**src/rtl/hashed_block_buffer_cache_tags_core_assert.svh**
```systemverilog
// Assertion macros for the buffer cache tag manager
`ifndef HASHED_BLOCK_BUFFER_CACHE_TAGS_CORE_ASSERT_SVH
`define HASHED_BLOCK_BUFFER_CACHE_TAGS_CORE_ASSERT_SVH
// Check that a condition implies a consequence in the next cycle
`define HBC_ASSERT_NEXT(label, clk, rst_n, cond, cons, msg) \
  label: assert property (@(posedge clk) disable iff (!rst_n) (cond) |=> (cons)) \
    else $error(msg);
// Check that a condition implies a consequence in the same cycle
`define HBC_ASSERT_NOW(label, clk, rst_n, cond, cons, msg) \
  label: assert property (@(posedge clk) disable iff (!rst_n) (cond) |-> (cons)) \
    else $error(msg);
`endif

```
**src/rtl/hbc_hash.sv**
```systemverilog
// ----------------------------------------------------------------------------
// hbc_hash
// Sequential (dev + blockno) mod NUM_BUCKETS: fold the upper bytes back onto
// the low byte, one fold per cycle, then read the low byte through a table.
// ----------------------------------------------------------------------------
module hbc_hash #(
  parameter int unsigned NUM_BUCKETS = 17,
  parameter int unsigned BK_W = 5
) (
  input  logic            clk,
  input  logic            rst_n,
  input  logic            go,
  input  logic [31:0]     sum,
  output logic            done,
  output logic [BK_W-1:0] bucket
);
  // weight of 2^8 modulo the bucket count
  localparam logic [7:0] FOLD_W = 8'(256 % NUM_BUCKETS);

  function automatic logic [256*BK_W-1:0] build_tab();
    logic [256*BK_W-1:0] t;
    t = '0;
    for (int i = 0; i < 256; i++) t[i*BK_W +: BK_W] = BK_W'(i % NUM_BUCKETS);
    return t;
  endfunction

  localparam logic [256*BK_W-1:0] MOD_TAB = build_tab();

  logic [31:0] val_r, val_nxt;
  logic        run_r, run_nxt;
  logic        fits_byte;

  assign fits_byte = val_r[31:8] == 24'd0;

  always_comb begin
    val_nxt = val_r; run_nxt = run_r;
    if (go) begin
      val_nxt = sum; run_nxt = 1'b1;
    end else if (run_r) begin
      // fold the upper bytes onto the low byte until the value fits a byte
      if (!fits_byte)
        val_nxt = {8'd0, val_r[31:8]} * {24'd0, FOLD_W} + {24'd0, val_r[7:0]};
      else
        run_nxt = 1'b0;
    end
  end

  always_ff @(posedge clk) begin
    if (!rst_n) begin
      run_r <= 1'b0;
    end else begin
      run_r <= run_nxt;
    end
    val_r <= val_nxt;
  end

  assign done = run_r && fits_byte;
  assign bucket = MOD_TAB[BK_W*val_r[7:0] +: BK_W];
endmodule

```
**config.mk**
```make
export PLATFORM = sky130hd
export DESIGN_NAME = hbc_hash
export DESIGN_NICKNAME = d
export VERILOG_FILES = /design/src/rtl/hashed_block_buffer_cache_tags_core_assert.svh /design/src/rtl/hbc_hash.sv
export SDC_FILE = /design/constraint.sdc
export NUM_CORES = 1
export LEC_CHECK = 0
export BUFFER_PORTS_ARGS = -buffer_cell sky130_fd_sc_hd__clkbuf_2
export CAP_MARGIN = 20
export CELL_PAD_IN_SITES_DETAIL_PLACEMENT = 1
export CELL_PAD_IN_SITES_GLOBAL_PLACEMENT = 2
export CORE_ASPECT_RATIO = 0.7
export CORE_UTILIZATION = 36
export DETAILED_ROUTE_END_ITERATION = 10
export PLACE_DENSITY_LB_ADDON = 0.3
export SLEW_MARGIN = 20
export SYNTH_ARGS = -nofsm -noshare
export SYNTH_HDL_FRONTEND = slang
export SYNTH_SLANG_ARGS = --single-unit
```
**constraint.sdc**
```tcl
create_clock -name clk -period 3.9 [get_ports clk]
set_clock_uncertainty 0.2 [all_clocks]
set_input_delay 0.78 -clock clk [delete_from_list [all_inputs] [get_ports clk]]
set_output_delay 0.78 -clock clk [all_outputs]
set_load 0.1 [all_outputs]
```
==> results of run 1 <==
layer usage:
metal  part of all wire (%)  global-route usage (%)
met1                     50                    37.9
met2                     43                    37.0
met3                    6.3                    4.03
met4                    1.0                    4.71
met5                      0                       0
worst paths after layout:
path	start	to	cells past startpoint
setup / recovery	val_r[1]$_DFFE_PP_	bucket[0]	8
hold / removal	run_r$_SDFF_PN0_	run_r$_SDFF_PN0_	2
setup reg to reg	val_r[3]$_DFFE_PP_	val_r[14]$_DFFE_PP_	7
hold reg to reg	run_r$_SDFF_PN0_	run_r$_SDFF_PN0_	2
tightest hold or removal path, cell delays in order (launching register included):
cell and delay (ps):
sky130_fd_sc_hd__dfxtp_1 330, sky130_fd_sc_hd__a21o_1 120, sky130_fd_sc_hd__and2_1 110
cell usage after synthesis (3+ instances only):
cell / number / share of area [%]
sky130_fd_sc_hd__a2111o_1: 3 / 0.95
sky130_fd_sc_hd__a211o_1: 5 / 1.2
sky130_fd_sc_hd__a211oi_1: 4 / 0.85
sky130_fd_sc_hd__a21o_1: 6 / 1.3
sky130_fd_sc_hd__a21oi_1: 23 / 3.2
sky130_fd_sc_hd__a221oi_1: 7 / 1.7
sky130_fd_sc_hd__a22oi_1: 6 / 1.3
sky130_fd_sc_hd__a311oi_1: 3 / 0.74
sky130_fd_sc_hd__a31oi_1: 9 / 1.6
sky130_fd_sc_hd__and2_1: 14 / 2.5
sky130_fd_sc_hd__buf_2: 3 / 0.42
sky130_fd_sc_hd__buf_4: 3 / 0.64
sky130_fd_sc_hd__clkbuf_1: 23 / 2.4
sky130_fd_sc_hd__edfxtp_1: 32 / 27
sky130_fd_sc_hd__ha_1: 21 / 7.4
sky130_fd_sc_hd__inv_1: 13 / 1.4
sky130_fd_sc_hd__mux2_2: 6 / 1.9
sky130_fd_sc_hd__nand2_1: 37 / 3.9
sky130_fd_sc_hd__nand2b_1: 7 / 1.2
sky130_fd_sc_hd__nand3_1: 25 / 3.5
sky130_fd_sc_hd__nand4_1: 4 / 0.71
sky130_fd_sc_hd__nor2_1: 23 / 2.4
sky130_fd_sc_hd__nor2b_1: 14 / 2.5
sky130_fd_sc_hd__nor3_1: 13 / 1.8
sky130_fd_sc_hd__nor4_1: 7 / 1.2
sky130_fd_sc_hd__o211ai_1: 9 / 1.9
sky130_fd_sc_hd__o21ai_0: 30 / 4.2
sky130_fd_sc_hd__o22ai_1: 3 / 0.53
sky130_fd_sc_hd__o311ai_0: 5 / 1.2
sky130_fd_sc_hd__o31ai_1: 4 / 0.85
sky130_fd_sc_hd__or2_2: 3 / 0.53
sky130_fd_sc_hd__or3_1: 3 / 0.53
sky130_fd_sc_hd__or4_1: 4 / 0.85
sky130_fd_sc_hd__xnor2_1: 3 / 0.74
sky130_fd_sc_hd__xor2_1: 4 / 0.99
final cells by class:
| cell class | instances | area [µm²] |
|---|---|---|
| clock buffer | 8 | 136 |
| fill | 1109 | 5160 |
| multi-input combinational | 350 | 2420 |
| timing repair buffer | 56 | 408 |
| sequential | 33 | 981 |
| tap | 124 | 155 |
| inverter | 16 | 60.1 |
logic make-up (layout without fill, tap and decap cells):
kind of cell	Yosys count	count (layout)	share of synthesized area [%]
AND/OR/NAND/NOR	166	166	24.8
adder cells (fa/ha/maj)	22	22	7.98
AO/OA/AOI/OAI	145	145	28.8
XOR/XNOR	7	7	1.73
buffers and inverters	46	80	5.29
flip-flops	33	33	27.7
multiplexers	10	10	3.74
flip-flops by register name, indices dropped and copies added (netlist names):
signal,count
val_r,32
run_r,1
repair_timing:
action,CTS,global route
gates resized for setup,0,2
buffers inserted,0,0
setup endpoints to repair,0,1
hold endpoints to repair,0,0
report_power, final:
part	internal, mW	switching [mW]	total [mW]
registers	0.462	0.0596	0.521
clock network	0.238	0.151	0.388
logic	0.667	1.12	1.79
total	1.37	1.33	2.70
cell usage in the layout, fill, tap and decap left out, types with 5 or more instances in the layout:
master | Yosys | final
sky130_fd_sc_hd__edfxtp_1 | 32 | 32
sky130_fd_sc_hd__ha_1 | 21 | 20
sky130_fd_sc_hd__nand2b_1 | 7 | 7
sky130_fd_sc_hd__a21oi_1 | 23 | 22
sky130_fd_sc_hd__clkbuf_2 | 0 | 35
sky130_fd_sc_hd__a21o_1 | 6 | 6
sky130_fd_sc_hd__a211o_1 | 5 | 5
sky130_fd_sc_hd__a221oi_1 | 7 | 6
sky130_fd_sc_hd__o311ai_0 | 5 | 5
sky130_fd_sc_hd__nor2b_1 | 14 | 13
sky130_fd_sc_hd__nand3_1 | 25 | 25
sky130_fd_sc_hd__a22oi_1 | 6 | 6
sky130_fd_sc_hd__mux2_2 | 6 | 6
sky130_fd_sc_hd__o211ai_1 | 9 | 9
sky130_fd_sc_hd__nand2_1 | 37 | 37
sky130_fd_sc_hd__nor4_1 | 7 | 6
sky130_fd_sc_hd__clkbuf_16 | 0 | 5
sky130_fd_sc_hd__nor3_1 | 13 | 13
sky130_fd_sc_hd__o21ai_0 | 30 | 29
sky130_fd_sc_hd__buf_4 | 3 | 15
sky130_fd_sc_hd__nor2_1 | 23 | 23
sky130_fd_sc_hd__a31oi_1 | 9 | 9
sky130_fd_sc_hd__buf_12 | 0 | 6
sky130_fd_sc_hd__and2_1 | 14 | 14
sky130_fd_sc_hd__inv_1 | 13 | 12
==> out/qor_table.md, run 1 <==
| Item | Reported | Unit |
| --- | --- | --- |
| Outcome | finished clean | - |
| Share of flip-flops with an asynchronous set or reset after synthesis | 0 | % |
| Antenna Nets Post-Route | 0 | - |
| Global Route Usage Sum | 25.0 | % |
| Count of yosys warnings during synthesis | 0 | - |
| Max Freq | 270 | MHz |
| Core footprint | 0.00933 | mm² |
| Cell type group with the largest total delay on the critical path | adder cells | - |
| CTS clk-pin slew, worst paths | 60 | ps |
| Synthesis-to-finish area growth | 17.5 | % |
| Leakage | 1.60 | nW |
| Fin. Hold Viols | 0 | - |
| Finished Core Util | 44.7 | % |
| Vias in the first global route | 3635 | - |
| Die width | 121 | µm |
| CTS hold repair buffers | 0 | - |
| Worst-skew pair later-pin latency | 280 | ps |
| Total wire length after detailed routing | 12400 | µm |
| Maxcap violations | 0 | - |
| Final weighted congestion in routability-driven placement | 0.919 | - |
| Kind of path behind the tightest hold check | reg -> reg | - |
| Placed standard-cell area | 0.00402 | mm² |
| Post-DR vias/cell | 6.33 | - |
| Pin count of the biggest net entering global routing | 44 | - |
| Setup repair after global routing missed its margin | no | - |
| Clock root buffer | sky130_fd_sc_hd__clkbuf_16 | - |
| Worst Max-Slew Pin Slew | 649 | ps |
| Number of DRC markers in iteration 0 | 370 | - |
| Final sum of negative setup slack | 0 | ps |
| Clock buffers created by TritonCTS | 5 | - |
| Pwr dens | 648 | mW/mm² |
| Vias after detailed routing | 3717 | - |
| Max-slew violation count | 0 | - |
| Standard cell with the maximum stage delay on the critical path | sky130_fd_sc_hd__ha_1 | - |
| Data required time at the worst endpoint | 2920 | ps |
| Post-synth EDFFs | 32 | - |
| Average instance area after synthesis | 8.26 | µm² |
| Total Power Consumption | 2.70 | mW |
| Headroom to the max-slew limit | 56.3 | % |
| Final routed DRC violation total | 0 | - |
| Maximum fanout count along the critical path | 12 | - |
| Count of input and output buffers | 40 | - |
| R2R setup slack | 890 | ps |
| Final net count | 519 | - |
| Critical path data arrival time | 2720 | ps |
| Die area | 0.0103 | mm² |
| Routed WL per cell | 21.1 | µm |
| Critical setup path kind | reg -> out | - |
| Post-DP HPWL | 9200 | µm |
| Startpoint kind of the worst setup timing path | flip-flop | - |
| Minimum period implied by the final worst setup slack | 3700 | ps |
| Register area share after synthesis | 27.7 | % |
| CTS max path bufs | 2 | - |
| Maximum ir drop on the vdd rail | 0.000397 | V |
| Total I/O pin count | 41 | - |
| Least setup slack across all paths after layout | 198 | ps |
| Grt total ovfl | 0 | - |
| First-pass GRT wire length | 19900 | µm |
| Number of antenna violations at the first check in global routing | 0 | - |
| Number of nets produced by synthesis | 486 | - |
| Drt pass-1 iters | 5 | - |
| Height of the chip | 85.0 | µm |
| Post-synthesis instance area | 0.00354 | mm² |
| Setup violations, final | 0 | - |
| Post-synthesis register bit count | 33 | - |
| Antenna diodes | 0 | - |
| Worst Hold Slack | 391 | ps |
| Crit path buffers/inverters | 3 | - |
| Share of cells above drive strength 1 | 18.8 | % |
| Stage delay of the slowest cell on the critical path | 580 | ps |
| Clock H-tree levels | 2 | - |
| Post-Layout Cell Count | 587 | - |
| TritonCTS clock tree | yes | - |
| Cell-by-cell listing of the critical path | inv_2, ha_1, inv_1, mux4_2, nor3_1, o21ai_0, a32o_1, buf_12 | - |
| Pre-CTS setup slack | 415 | ps |
| Starting Density | 38.0 | % |
| Sinks on Clock Net | 33 | - |
| Cells after DPL | 579 | - |
| Ys flop type | sky130_fd_sc_hd__edfxtp_1 | - |
| Number of distinct standard cells referenced by the synthesized netlist | 73 | - |
| Number of standard cells after synthesis | 429 | - |
| Post-route cell area | 0.00417 | mm² |
| Final Cycle Share | 94.9 | % |
| Number of rows in the core area | 29 | - |
| Type of element capturing the critical path | output port | - |
Note: power is estimated with default switching activity, not from simulation.
==> run 2, diff against run 1 <==
--- a/config.mk
+++ b/config.mk
@@ -9,7 +9,7 @@
 export CAP_MARGIN = 20
 export CELL_PAD_IN_SITES_DETAIL_PLACEMENT = 1
 export CELL_PAD_IN_SITES_GLOBAL_PLACEMENT = 2
-export CORE_ASPECT_RATIO = 0.7
+export CORE_ASPECT_RATIO = 1.1
 export CORE_UTILIZATION = 36
 export DETAILED_ROUTE_END_ITERATION = 10
 export PLACE_DENSITY_LB_ADDON = 0.3
==> out/qor_table.md, run 2 (synthesis results as in run 1) <==
| Item | Reported | Unit |
| --- | --- | --- |
| Most frequent standard cell in the layout excluding fill and tap cells | sky130_fd_sc_hd__nand2_1 | - |
| Most frequent cells in the layout | sky130_fd_sc_hd__nand2_1, sky130_fd_sc_hd__clkbuf_2, sky130_fd_sc_hd__edfxtp_1 | - |
| Final weighted congestion in routability-driven placement | 0.830 | - |
| Area occupied by multi-input gates | 0.00243 | mm² |
| Placed standard-cell area | 0.00399 | mm² |
| TritonCTS clock tree | yes | - |
| Starting Density | 37.5 | % |
| Drt pass-1 iters | 4 | - |
| First-pass GRT wire length | 18300 | µm |
| Maxcap violations | 0 | - |
| Headroom to the max-slew limit | 34.9 | % |
| Cell type group with the largest total delay on the critical path | compound AO/OA/AOI/OAI gates | - |
| Register share of total power | 22.2 | % |
| Worst Max-Slew Pin Slew | 977 | ps |
| Worst hold stages | 2 | - |
| Fin. Hold Viols | 0 | - |
| Destination of the worst hold path | val_r[14]$_DFFE_PP_ | - |
| Leakage | 1.56 | nW |
| Synthesis-to-finish area growth | 15.2 | % |
| Total Power Consumption | 2.52 | mW |
| Clock H-tree levels | 2 | - |
| Cell depth of the worst flop-to-flop path | 7 | - |
| Final Cycle Share | 96.7 | % |
| Die area | 0.0102 | mm² |
| Post-route cell area | 0.00408 | mm² |
| Total wire length after detailed routing | 11300 | µm |
| Clock buffers created by TritonCTS | 5 | - |
| Regs by FF count | val_r: 32 flops, run_r: 1 flops | - |
| Relative contribution of the clock network to total power | 10.5 | % |
| Critical path data arrival time | 2790 | ps |
| Kind of path behind the tightest hold check | reg -> reg | - |
| Core footprint | 0.00944 | mm² |
| Data required time at the worst endpoint | 2920 | ps |
| Total I/O pin count | 41 | - |
| Number of DRC markers in iteration 0 | 97 | - |
| Beginning of the worst hold path | val_r[22]$_DFFE_PP_ | - |
| Minimum period implied by the final worst setup slack | 3770 | ps |
| Vias in the first global route | 3593 | - |
| Grt total ovfl | 0 | - |
| Antenna Nets Post-Route | 0 | - |
| Startpoint kind of the worst setup timing path | flip-flop | - |
| Sequential standard cell area | 981 | µm² |
| Most flop-heavy register | val_r | - |
| Worst-skew pair later-pin latency | 290 | ps |
| Post-DR vias/cell | 6.13 | - |
| Setup violations, final | 0 | - |
| Final routed DRC violation total | 0 | - |
| Logic gate share of total power | 67.3 | % |
| Worst Hold Slack | 480 | ps |
| Critical setup path kind | reg -> out | - |
| Number of rows in the core area | 37 | - |
| Routed WL per cell | 19.7 | µm |
| Post-Layout Cell Count | 575 | - |
| Critical R2R Capture | val_r[18]$_DFFE_PP_ | - |
| Antenna diodes | 0 | - |
| Count of input and output buffers | 40 | - |
| Standard cell with the maximum stage delay on the critical path | sky130_fd_sc_hd__edfxtp_1 | - |
| Stage delay of the slowest cell on the critical path | 650 | ps |
| Vias after detailed routing | 3524 | - |
| Max Freq | 265 | MHz |
| Cell internal pwr | 1.24 | mW |
| Crit path buffers/inverters | 2 | - |
| Fill count | 1151 | - |
| Setup repair after global routing missed its margin | yes | - |
| Clock root buffer | sky130_fd_sc_hd__clkbuf_8 | - |
| Pwr dens | 616 | mW/mm² |
| Post-DP HPWL | 8300 | µm |
| Number of antenna violations at the first check in global routing | 0 | - |
| Height of the chip | 106 | µm |
| Cell-by-cell listing of the critical path | inv_2, ha_1, or3b_2, o311ai_0, a21oi_1, o22ai_1, o22a_1, buf_12 | - |
| Reg-to-reg critical path startpoint | val_r[3]$_DFFE_PP_ | - |
| Total net switching power | 1.27 | mW |
| Maximum ir drop on the vdd rail | 0.000296 | V |
| Outcome | finished clean | - |
| Largest register FFs | 32 | - |
| CTS clk-pin slew, worst paths | 80 | ps |
| Maximum fanout count along the critical path | 12 | - |
| Die width | 96.6 | µm |
| Share of cells above drive strength 1 | 18.8 | % |
| Global Route Usage Sum | 22.0 | % |
| Type of element capturing the critical path | output port | - |
| Pin count of the biggest net entering global routing | 53 | - |
| R2R setup slack | 850 | ps |
| Max-slew violation count | 0 | - |
| CTS max path bufs | 2 | - |
| Final net count | 514 | - |
| Cells after DPL | 567 | - |
| Sinks on Clock Net | 33 | - |
| Sw frac | 50.6 | % |
run 2: final cells by class:
cell class | count | share of cell area, %
clock buffers | 5 | 1.69
inverters | 16 | 1.47
repair buffers | 51 | 9.37
flip-flops and latches | 33 | 24.0
clock inverters | 3 | 0.429
well taps | 117 | 3.58
multi-input cells | 350 | 59.4
run 2: layer usage:
layer / vias to the layer above / part of all wire (%) / global-route usage, % / routed length [µm]
met5: - / 0 / 0 / 0
met3: 19 / 2.4 / 1.71 / 270
met2: 67 / 51 / 41.5 / 5840
li1: 1708 / - / - / -
met4: 0 / 2.2 / 7.14 / 250
met1: 1730 / 44 / 26.3 / 4980
run 2: how the worst max path moves through the flow:
stage	end	slack, ps	start	depth (start not counted)
2_1_floorplan	bucket[1]	30	val_r[1]$_DFFE_PP_	8
3_3_place_gp	bucket[0]	480	val_r[0]$_DFFE_PP_	8
3_5_place_dp	bucket[1]	360	val_r[0]$_DFFE_PP_	7
4_1_cts	bucket[1]	20	val_r[0]$_DFFE_PP_	7
5_1_grt	bucket[0]	-50	val_r[0]$_DFFE_PP_	8
6_report	bucket[2]	130	val_r[2]$_DFFE_PP_	8
run 2: stage by stage:
step	util (%)	worst slack [ps]	TNS, ps
floorplan	-	31.0	0
global route	43.2	-46.0	-46.0
detailed placement	42.2	361	0
finish	43.2	130	0
global placement	42.2	478	0
CTS	43.2	24.8	0
run 2: timing repair:
action / 4_1_cts / 5_1_grt
setup endpoints to repair: 0 / 2
gates resized for setup: 0 / 4
setup buffers: 0 / 0
hold buffers: 0 / 0
run 2: power groups by stage:
| stage | clock network, mW | logic [mW] | registers, mW |
|---|---|---|---|
| final | 0.264 | 1.69 | 0.559 |
| after global routing | 0.282 | 1.81 | 0.569 |
| after CTS | 0.268 | 1.68 | 0.558 |
| after detailed placement | 0 | 1.68 | 0.566 |
| after global placement | 0 | 1.66 | 0.561 |
| after floorplan | 0 | 1.23 | 0.513 |
run 2: tightest hold or removal path: stages (launching register included):
cell	delay [ps]
sky130_fd_sc_hd__edfxtp_1	400
sky130_fd_sc_hd__o211ai_1	110
sky130_fd_sc_hd__nand3_1	70
==> run 3, diff against run 2 <==
==> constraint.sdc (replaced) <==
create_clock -name clk -period 3.5 [get_ports clk]
set_clock_uncertainty 0.2 [all_clocks]
set_input_delay 0.7 -clock clk [delete_from_list [all_inputs] [get_ports clk]]
set_output_delay 0.7 -clock clk [all_outputs]
set_load 0.1 [all_outputs]
==> out/qor_table.md, run 3 (synthesis results as in run 1) <==
| Item | Reported | Unit |
| --- | --- | --- |
| Final net count | 535 | - |
| Antenna diodes | 0 | - |
| Share of cells above drive strength 1 | 25.1 | % |
| Final routed DRC violation total | 0 | - |
| Drt pass-1 iters | 4 | - |
| Largest register FFs | 32 | - |
| Type of element capturing the critical path | output port | - |
| Post-Layout Cell Count | 596 | - |
| Worst Hold Slack | 414 | ps |
| Vias in the first global route | 3852 | - |
| Sinks on Clock Net | 33 | - |
| Outcome | finished clean | - |
| Total I/O pin count | 41 | - |
| Maxcap violations | 0 | - |
| Number of rows in the core area | 37 | - |
| Number of DRC markers in iteration 0 | 104 | - |
| Worst-skew pair later-pin latency | 290 | ps |
| Beginning of the worst hold path | rst_n | - |
| Final weighted congestion in routability-driven placement | 0.887 | - |
| Headroom to the max-slew limit | 64.2 | % |
| Total Power Consumption | 3.04 | mW |
| Height of the chip | 106 | µm |
| Reg-to-reg critical path startpoint | val_r[0]$_DFFE_PP_ | - |
| Finished Core Util | 46.1 | % |
| Worst hold stages | 2 | - |
| Critical path data arrival time | 2550 | ps |
| Clock buffers created by TritonCTS | 5 | - |
| Most frequent standard cell in the layout excluding fill and tap cells | sky130_fd_sc_hd__nand2_1 | - |
| Final Cycle Share | 98.6 | % |
| Starting Density | 37.5 | % |
| TritonCTS clock tree | yes | - |
| Kind of path behind the tightest hold check | in -> reg | - |
| Max Freq | 290 | MHz |
| Die width | 96.6 | µm |
| Fill count | 1142 | - |
| Global Route Usage Sum | 23.9 | % |
| Startpoint kind of the worst setup timing path | flip-flop | - |
| Max-slew violation count | 0 | - |
| Fin. Hold Viols | 0 | - |
| Core footprint | 0.00944 | mm² |
| Most frequent cells in the layout | sky130_fd_sc_hd__nand2_1, sky130_fd_sc_hd__clkbuf_2, sky130_fd_sc_hd__edfxtp_1 | - |
| Pin count of the biggest net entering global routing | 50 | - |
| Clock root buffer | sky130_fd_sc_hd__clkbuf_8 | - |
| Count of input and output buffers | 40 | - |
| Post-DP HPWL | 8970 | µm |
| Routed WL per cell | 20.7 | µm |
| Clock H-tree levels | 2 | - |
| Worst Max-Slew Pin Slew | 539 | ps |
| Post-DR vias/cell | 6.24 | - |
| Die area | 0.0102 | mm² |
| Setup violations, final | 0 | - |
| First-pass GRT wire length | 19800 | µm |
| Number of antenna violations at the first check in global routing | 0 | - |
| Launch point of the critical path | val_r[1]$_DFFE_PP_ | - |
| Maximum ir drop on the vdd rail | 0.000311 | V |
| Leakage | 1.67 | nW |
| Regs by FF count | val_r: 32 flops, run_r: 1 flops | - |
| CTS hold repair buffers | 0 | - |
| CTS max path bufs | 2 | - |
| CTS clk-pin slew, worst paths | 70 | ps |
| Antenna Nets Post-Route | 0 | - |
| Synthesis-to-finish area growth | 22.8 | % |
| Cell depth of the worst flop-to-flop path | 8 | - |
| Maximum fanout count along the critical path | 5 | - |
| Minimum period implied by the final worst setup slack | 3450 | ps |
| Cells after DPL | 575 | - |
| Setup repair after global routing missed its margin | yes | - |
| Critical setup path kind | reg -> out | - |
| Most flop-heavy register | val_r | - |
| Pwr dens | 697 | mW/mm² |
| Total wire length after detailed routing | 12300 | µm |
| Grt total ovfl | 0 | - |
| Vias after detailed routing | 3717 | - |
| Data required time at the worst endpoint | 2600 | ps |
## run 3: final timing paths
kind	end	slack, ps
setup reg to reg	val_r[16]$_DFFE_PP_	410
setup / recovery	bucket[2]	50
hold reg to reg	val_r[14]$_DFFE_PP_	500
hold / removal	run_r$_SDFF_PN0_	410
## run 3: final cells by class
cell class | count | area [µm²] | area share (%)
clock inverter | 1 | 7.51 | 0.172
multi-input combinational | 350 | 2520 | 57.9
sequential | 33 | 981 | 22.5
tap | 117 | 146 | 3.36
timing repair buffer | 72 | 553 | 12.7
clock buffer | 7 | 76.3 | 1.75
inverter | 16 | 67.6 | 1.55
## run 3: through the flow
step / instance area [µm²] / TNS [ps] / setup slack, ps
2_1_floorplan: 3650 / -64.1 / -47.6
3_3_place_gp: 4080 / 0 / 279
3_5_place_dp: 4080 / 0 / 181
4_1_cts: 4230 / 0 / 18.6
5_1_grt: 4350 / -71.3 / -36.5
6_report: 4350 / 0 / 48.1
## run 3: power breakdown
part	switching, mW	leakage (nW)	internal, mW
Clock	0.150	0.0385	0.141
Sequential	0.0817	0.336	0.514
Combinational	1.28	1.30	0.873
Total	1.51	1.67	1.53
## run 3: what timing repair did
item / in CTS / in global routing
gates resized for setup: 2 / 18
setup buffers: 8 / 5
cloned: 0 / 0
pin swaps: 1 / 5
setup endpoints to repair: 4 / 5
hold endpoints to repair: 0 / 0
## run 3: layer usage
layer / up-vias / GRT usage (%) / wire (µm)
met5: - / 0 / 0
li1: 1752 / - / -
met3: 24 / 1.84 / 387
met2: 92 / 43.6 / 6330
met4: 0 / 10.8 / 413
met1: 1849 / 28.7 / 5200
## run 3: critical path, cell delays in order, from the launching register on
cell and delay, ps:
sky130_fd_sc_hd__edfxtp_1 470, sky130_fd_sc_hd__clkinv_4 120, sky130_fd_sc_hd__buf_12 140, sky130_fd_sc_hd__ha_4 250, sky130_fd_sc_hd__or3b_2 480, sky130_fd_sc_hd__o311ai_2 130
sky130_fd_sc_hd__a21oi_1 120, sky130_fd_sc_hd__o22ai_1 190, sky130_fd_sc_hd__o22a_2 190, sky130_fd_sc_hd__buf_12 170
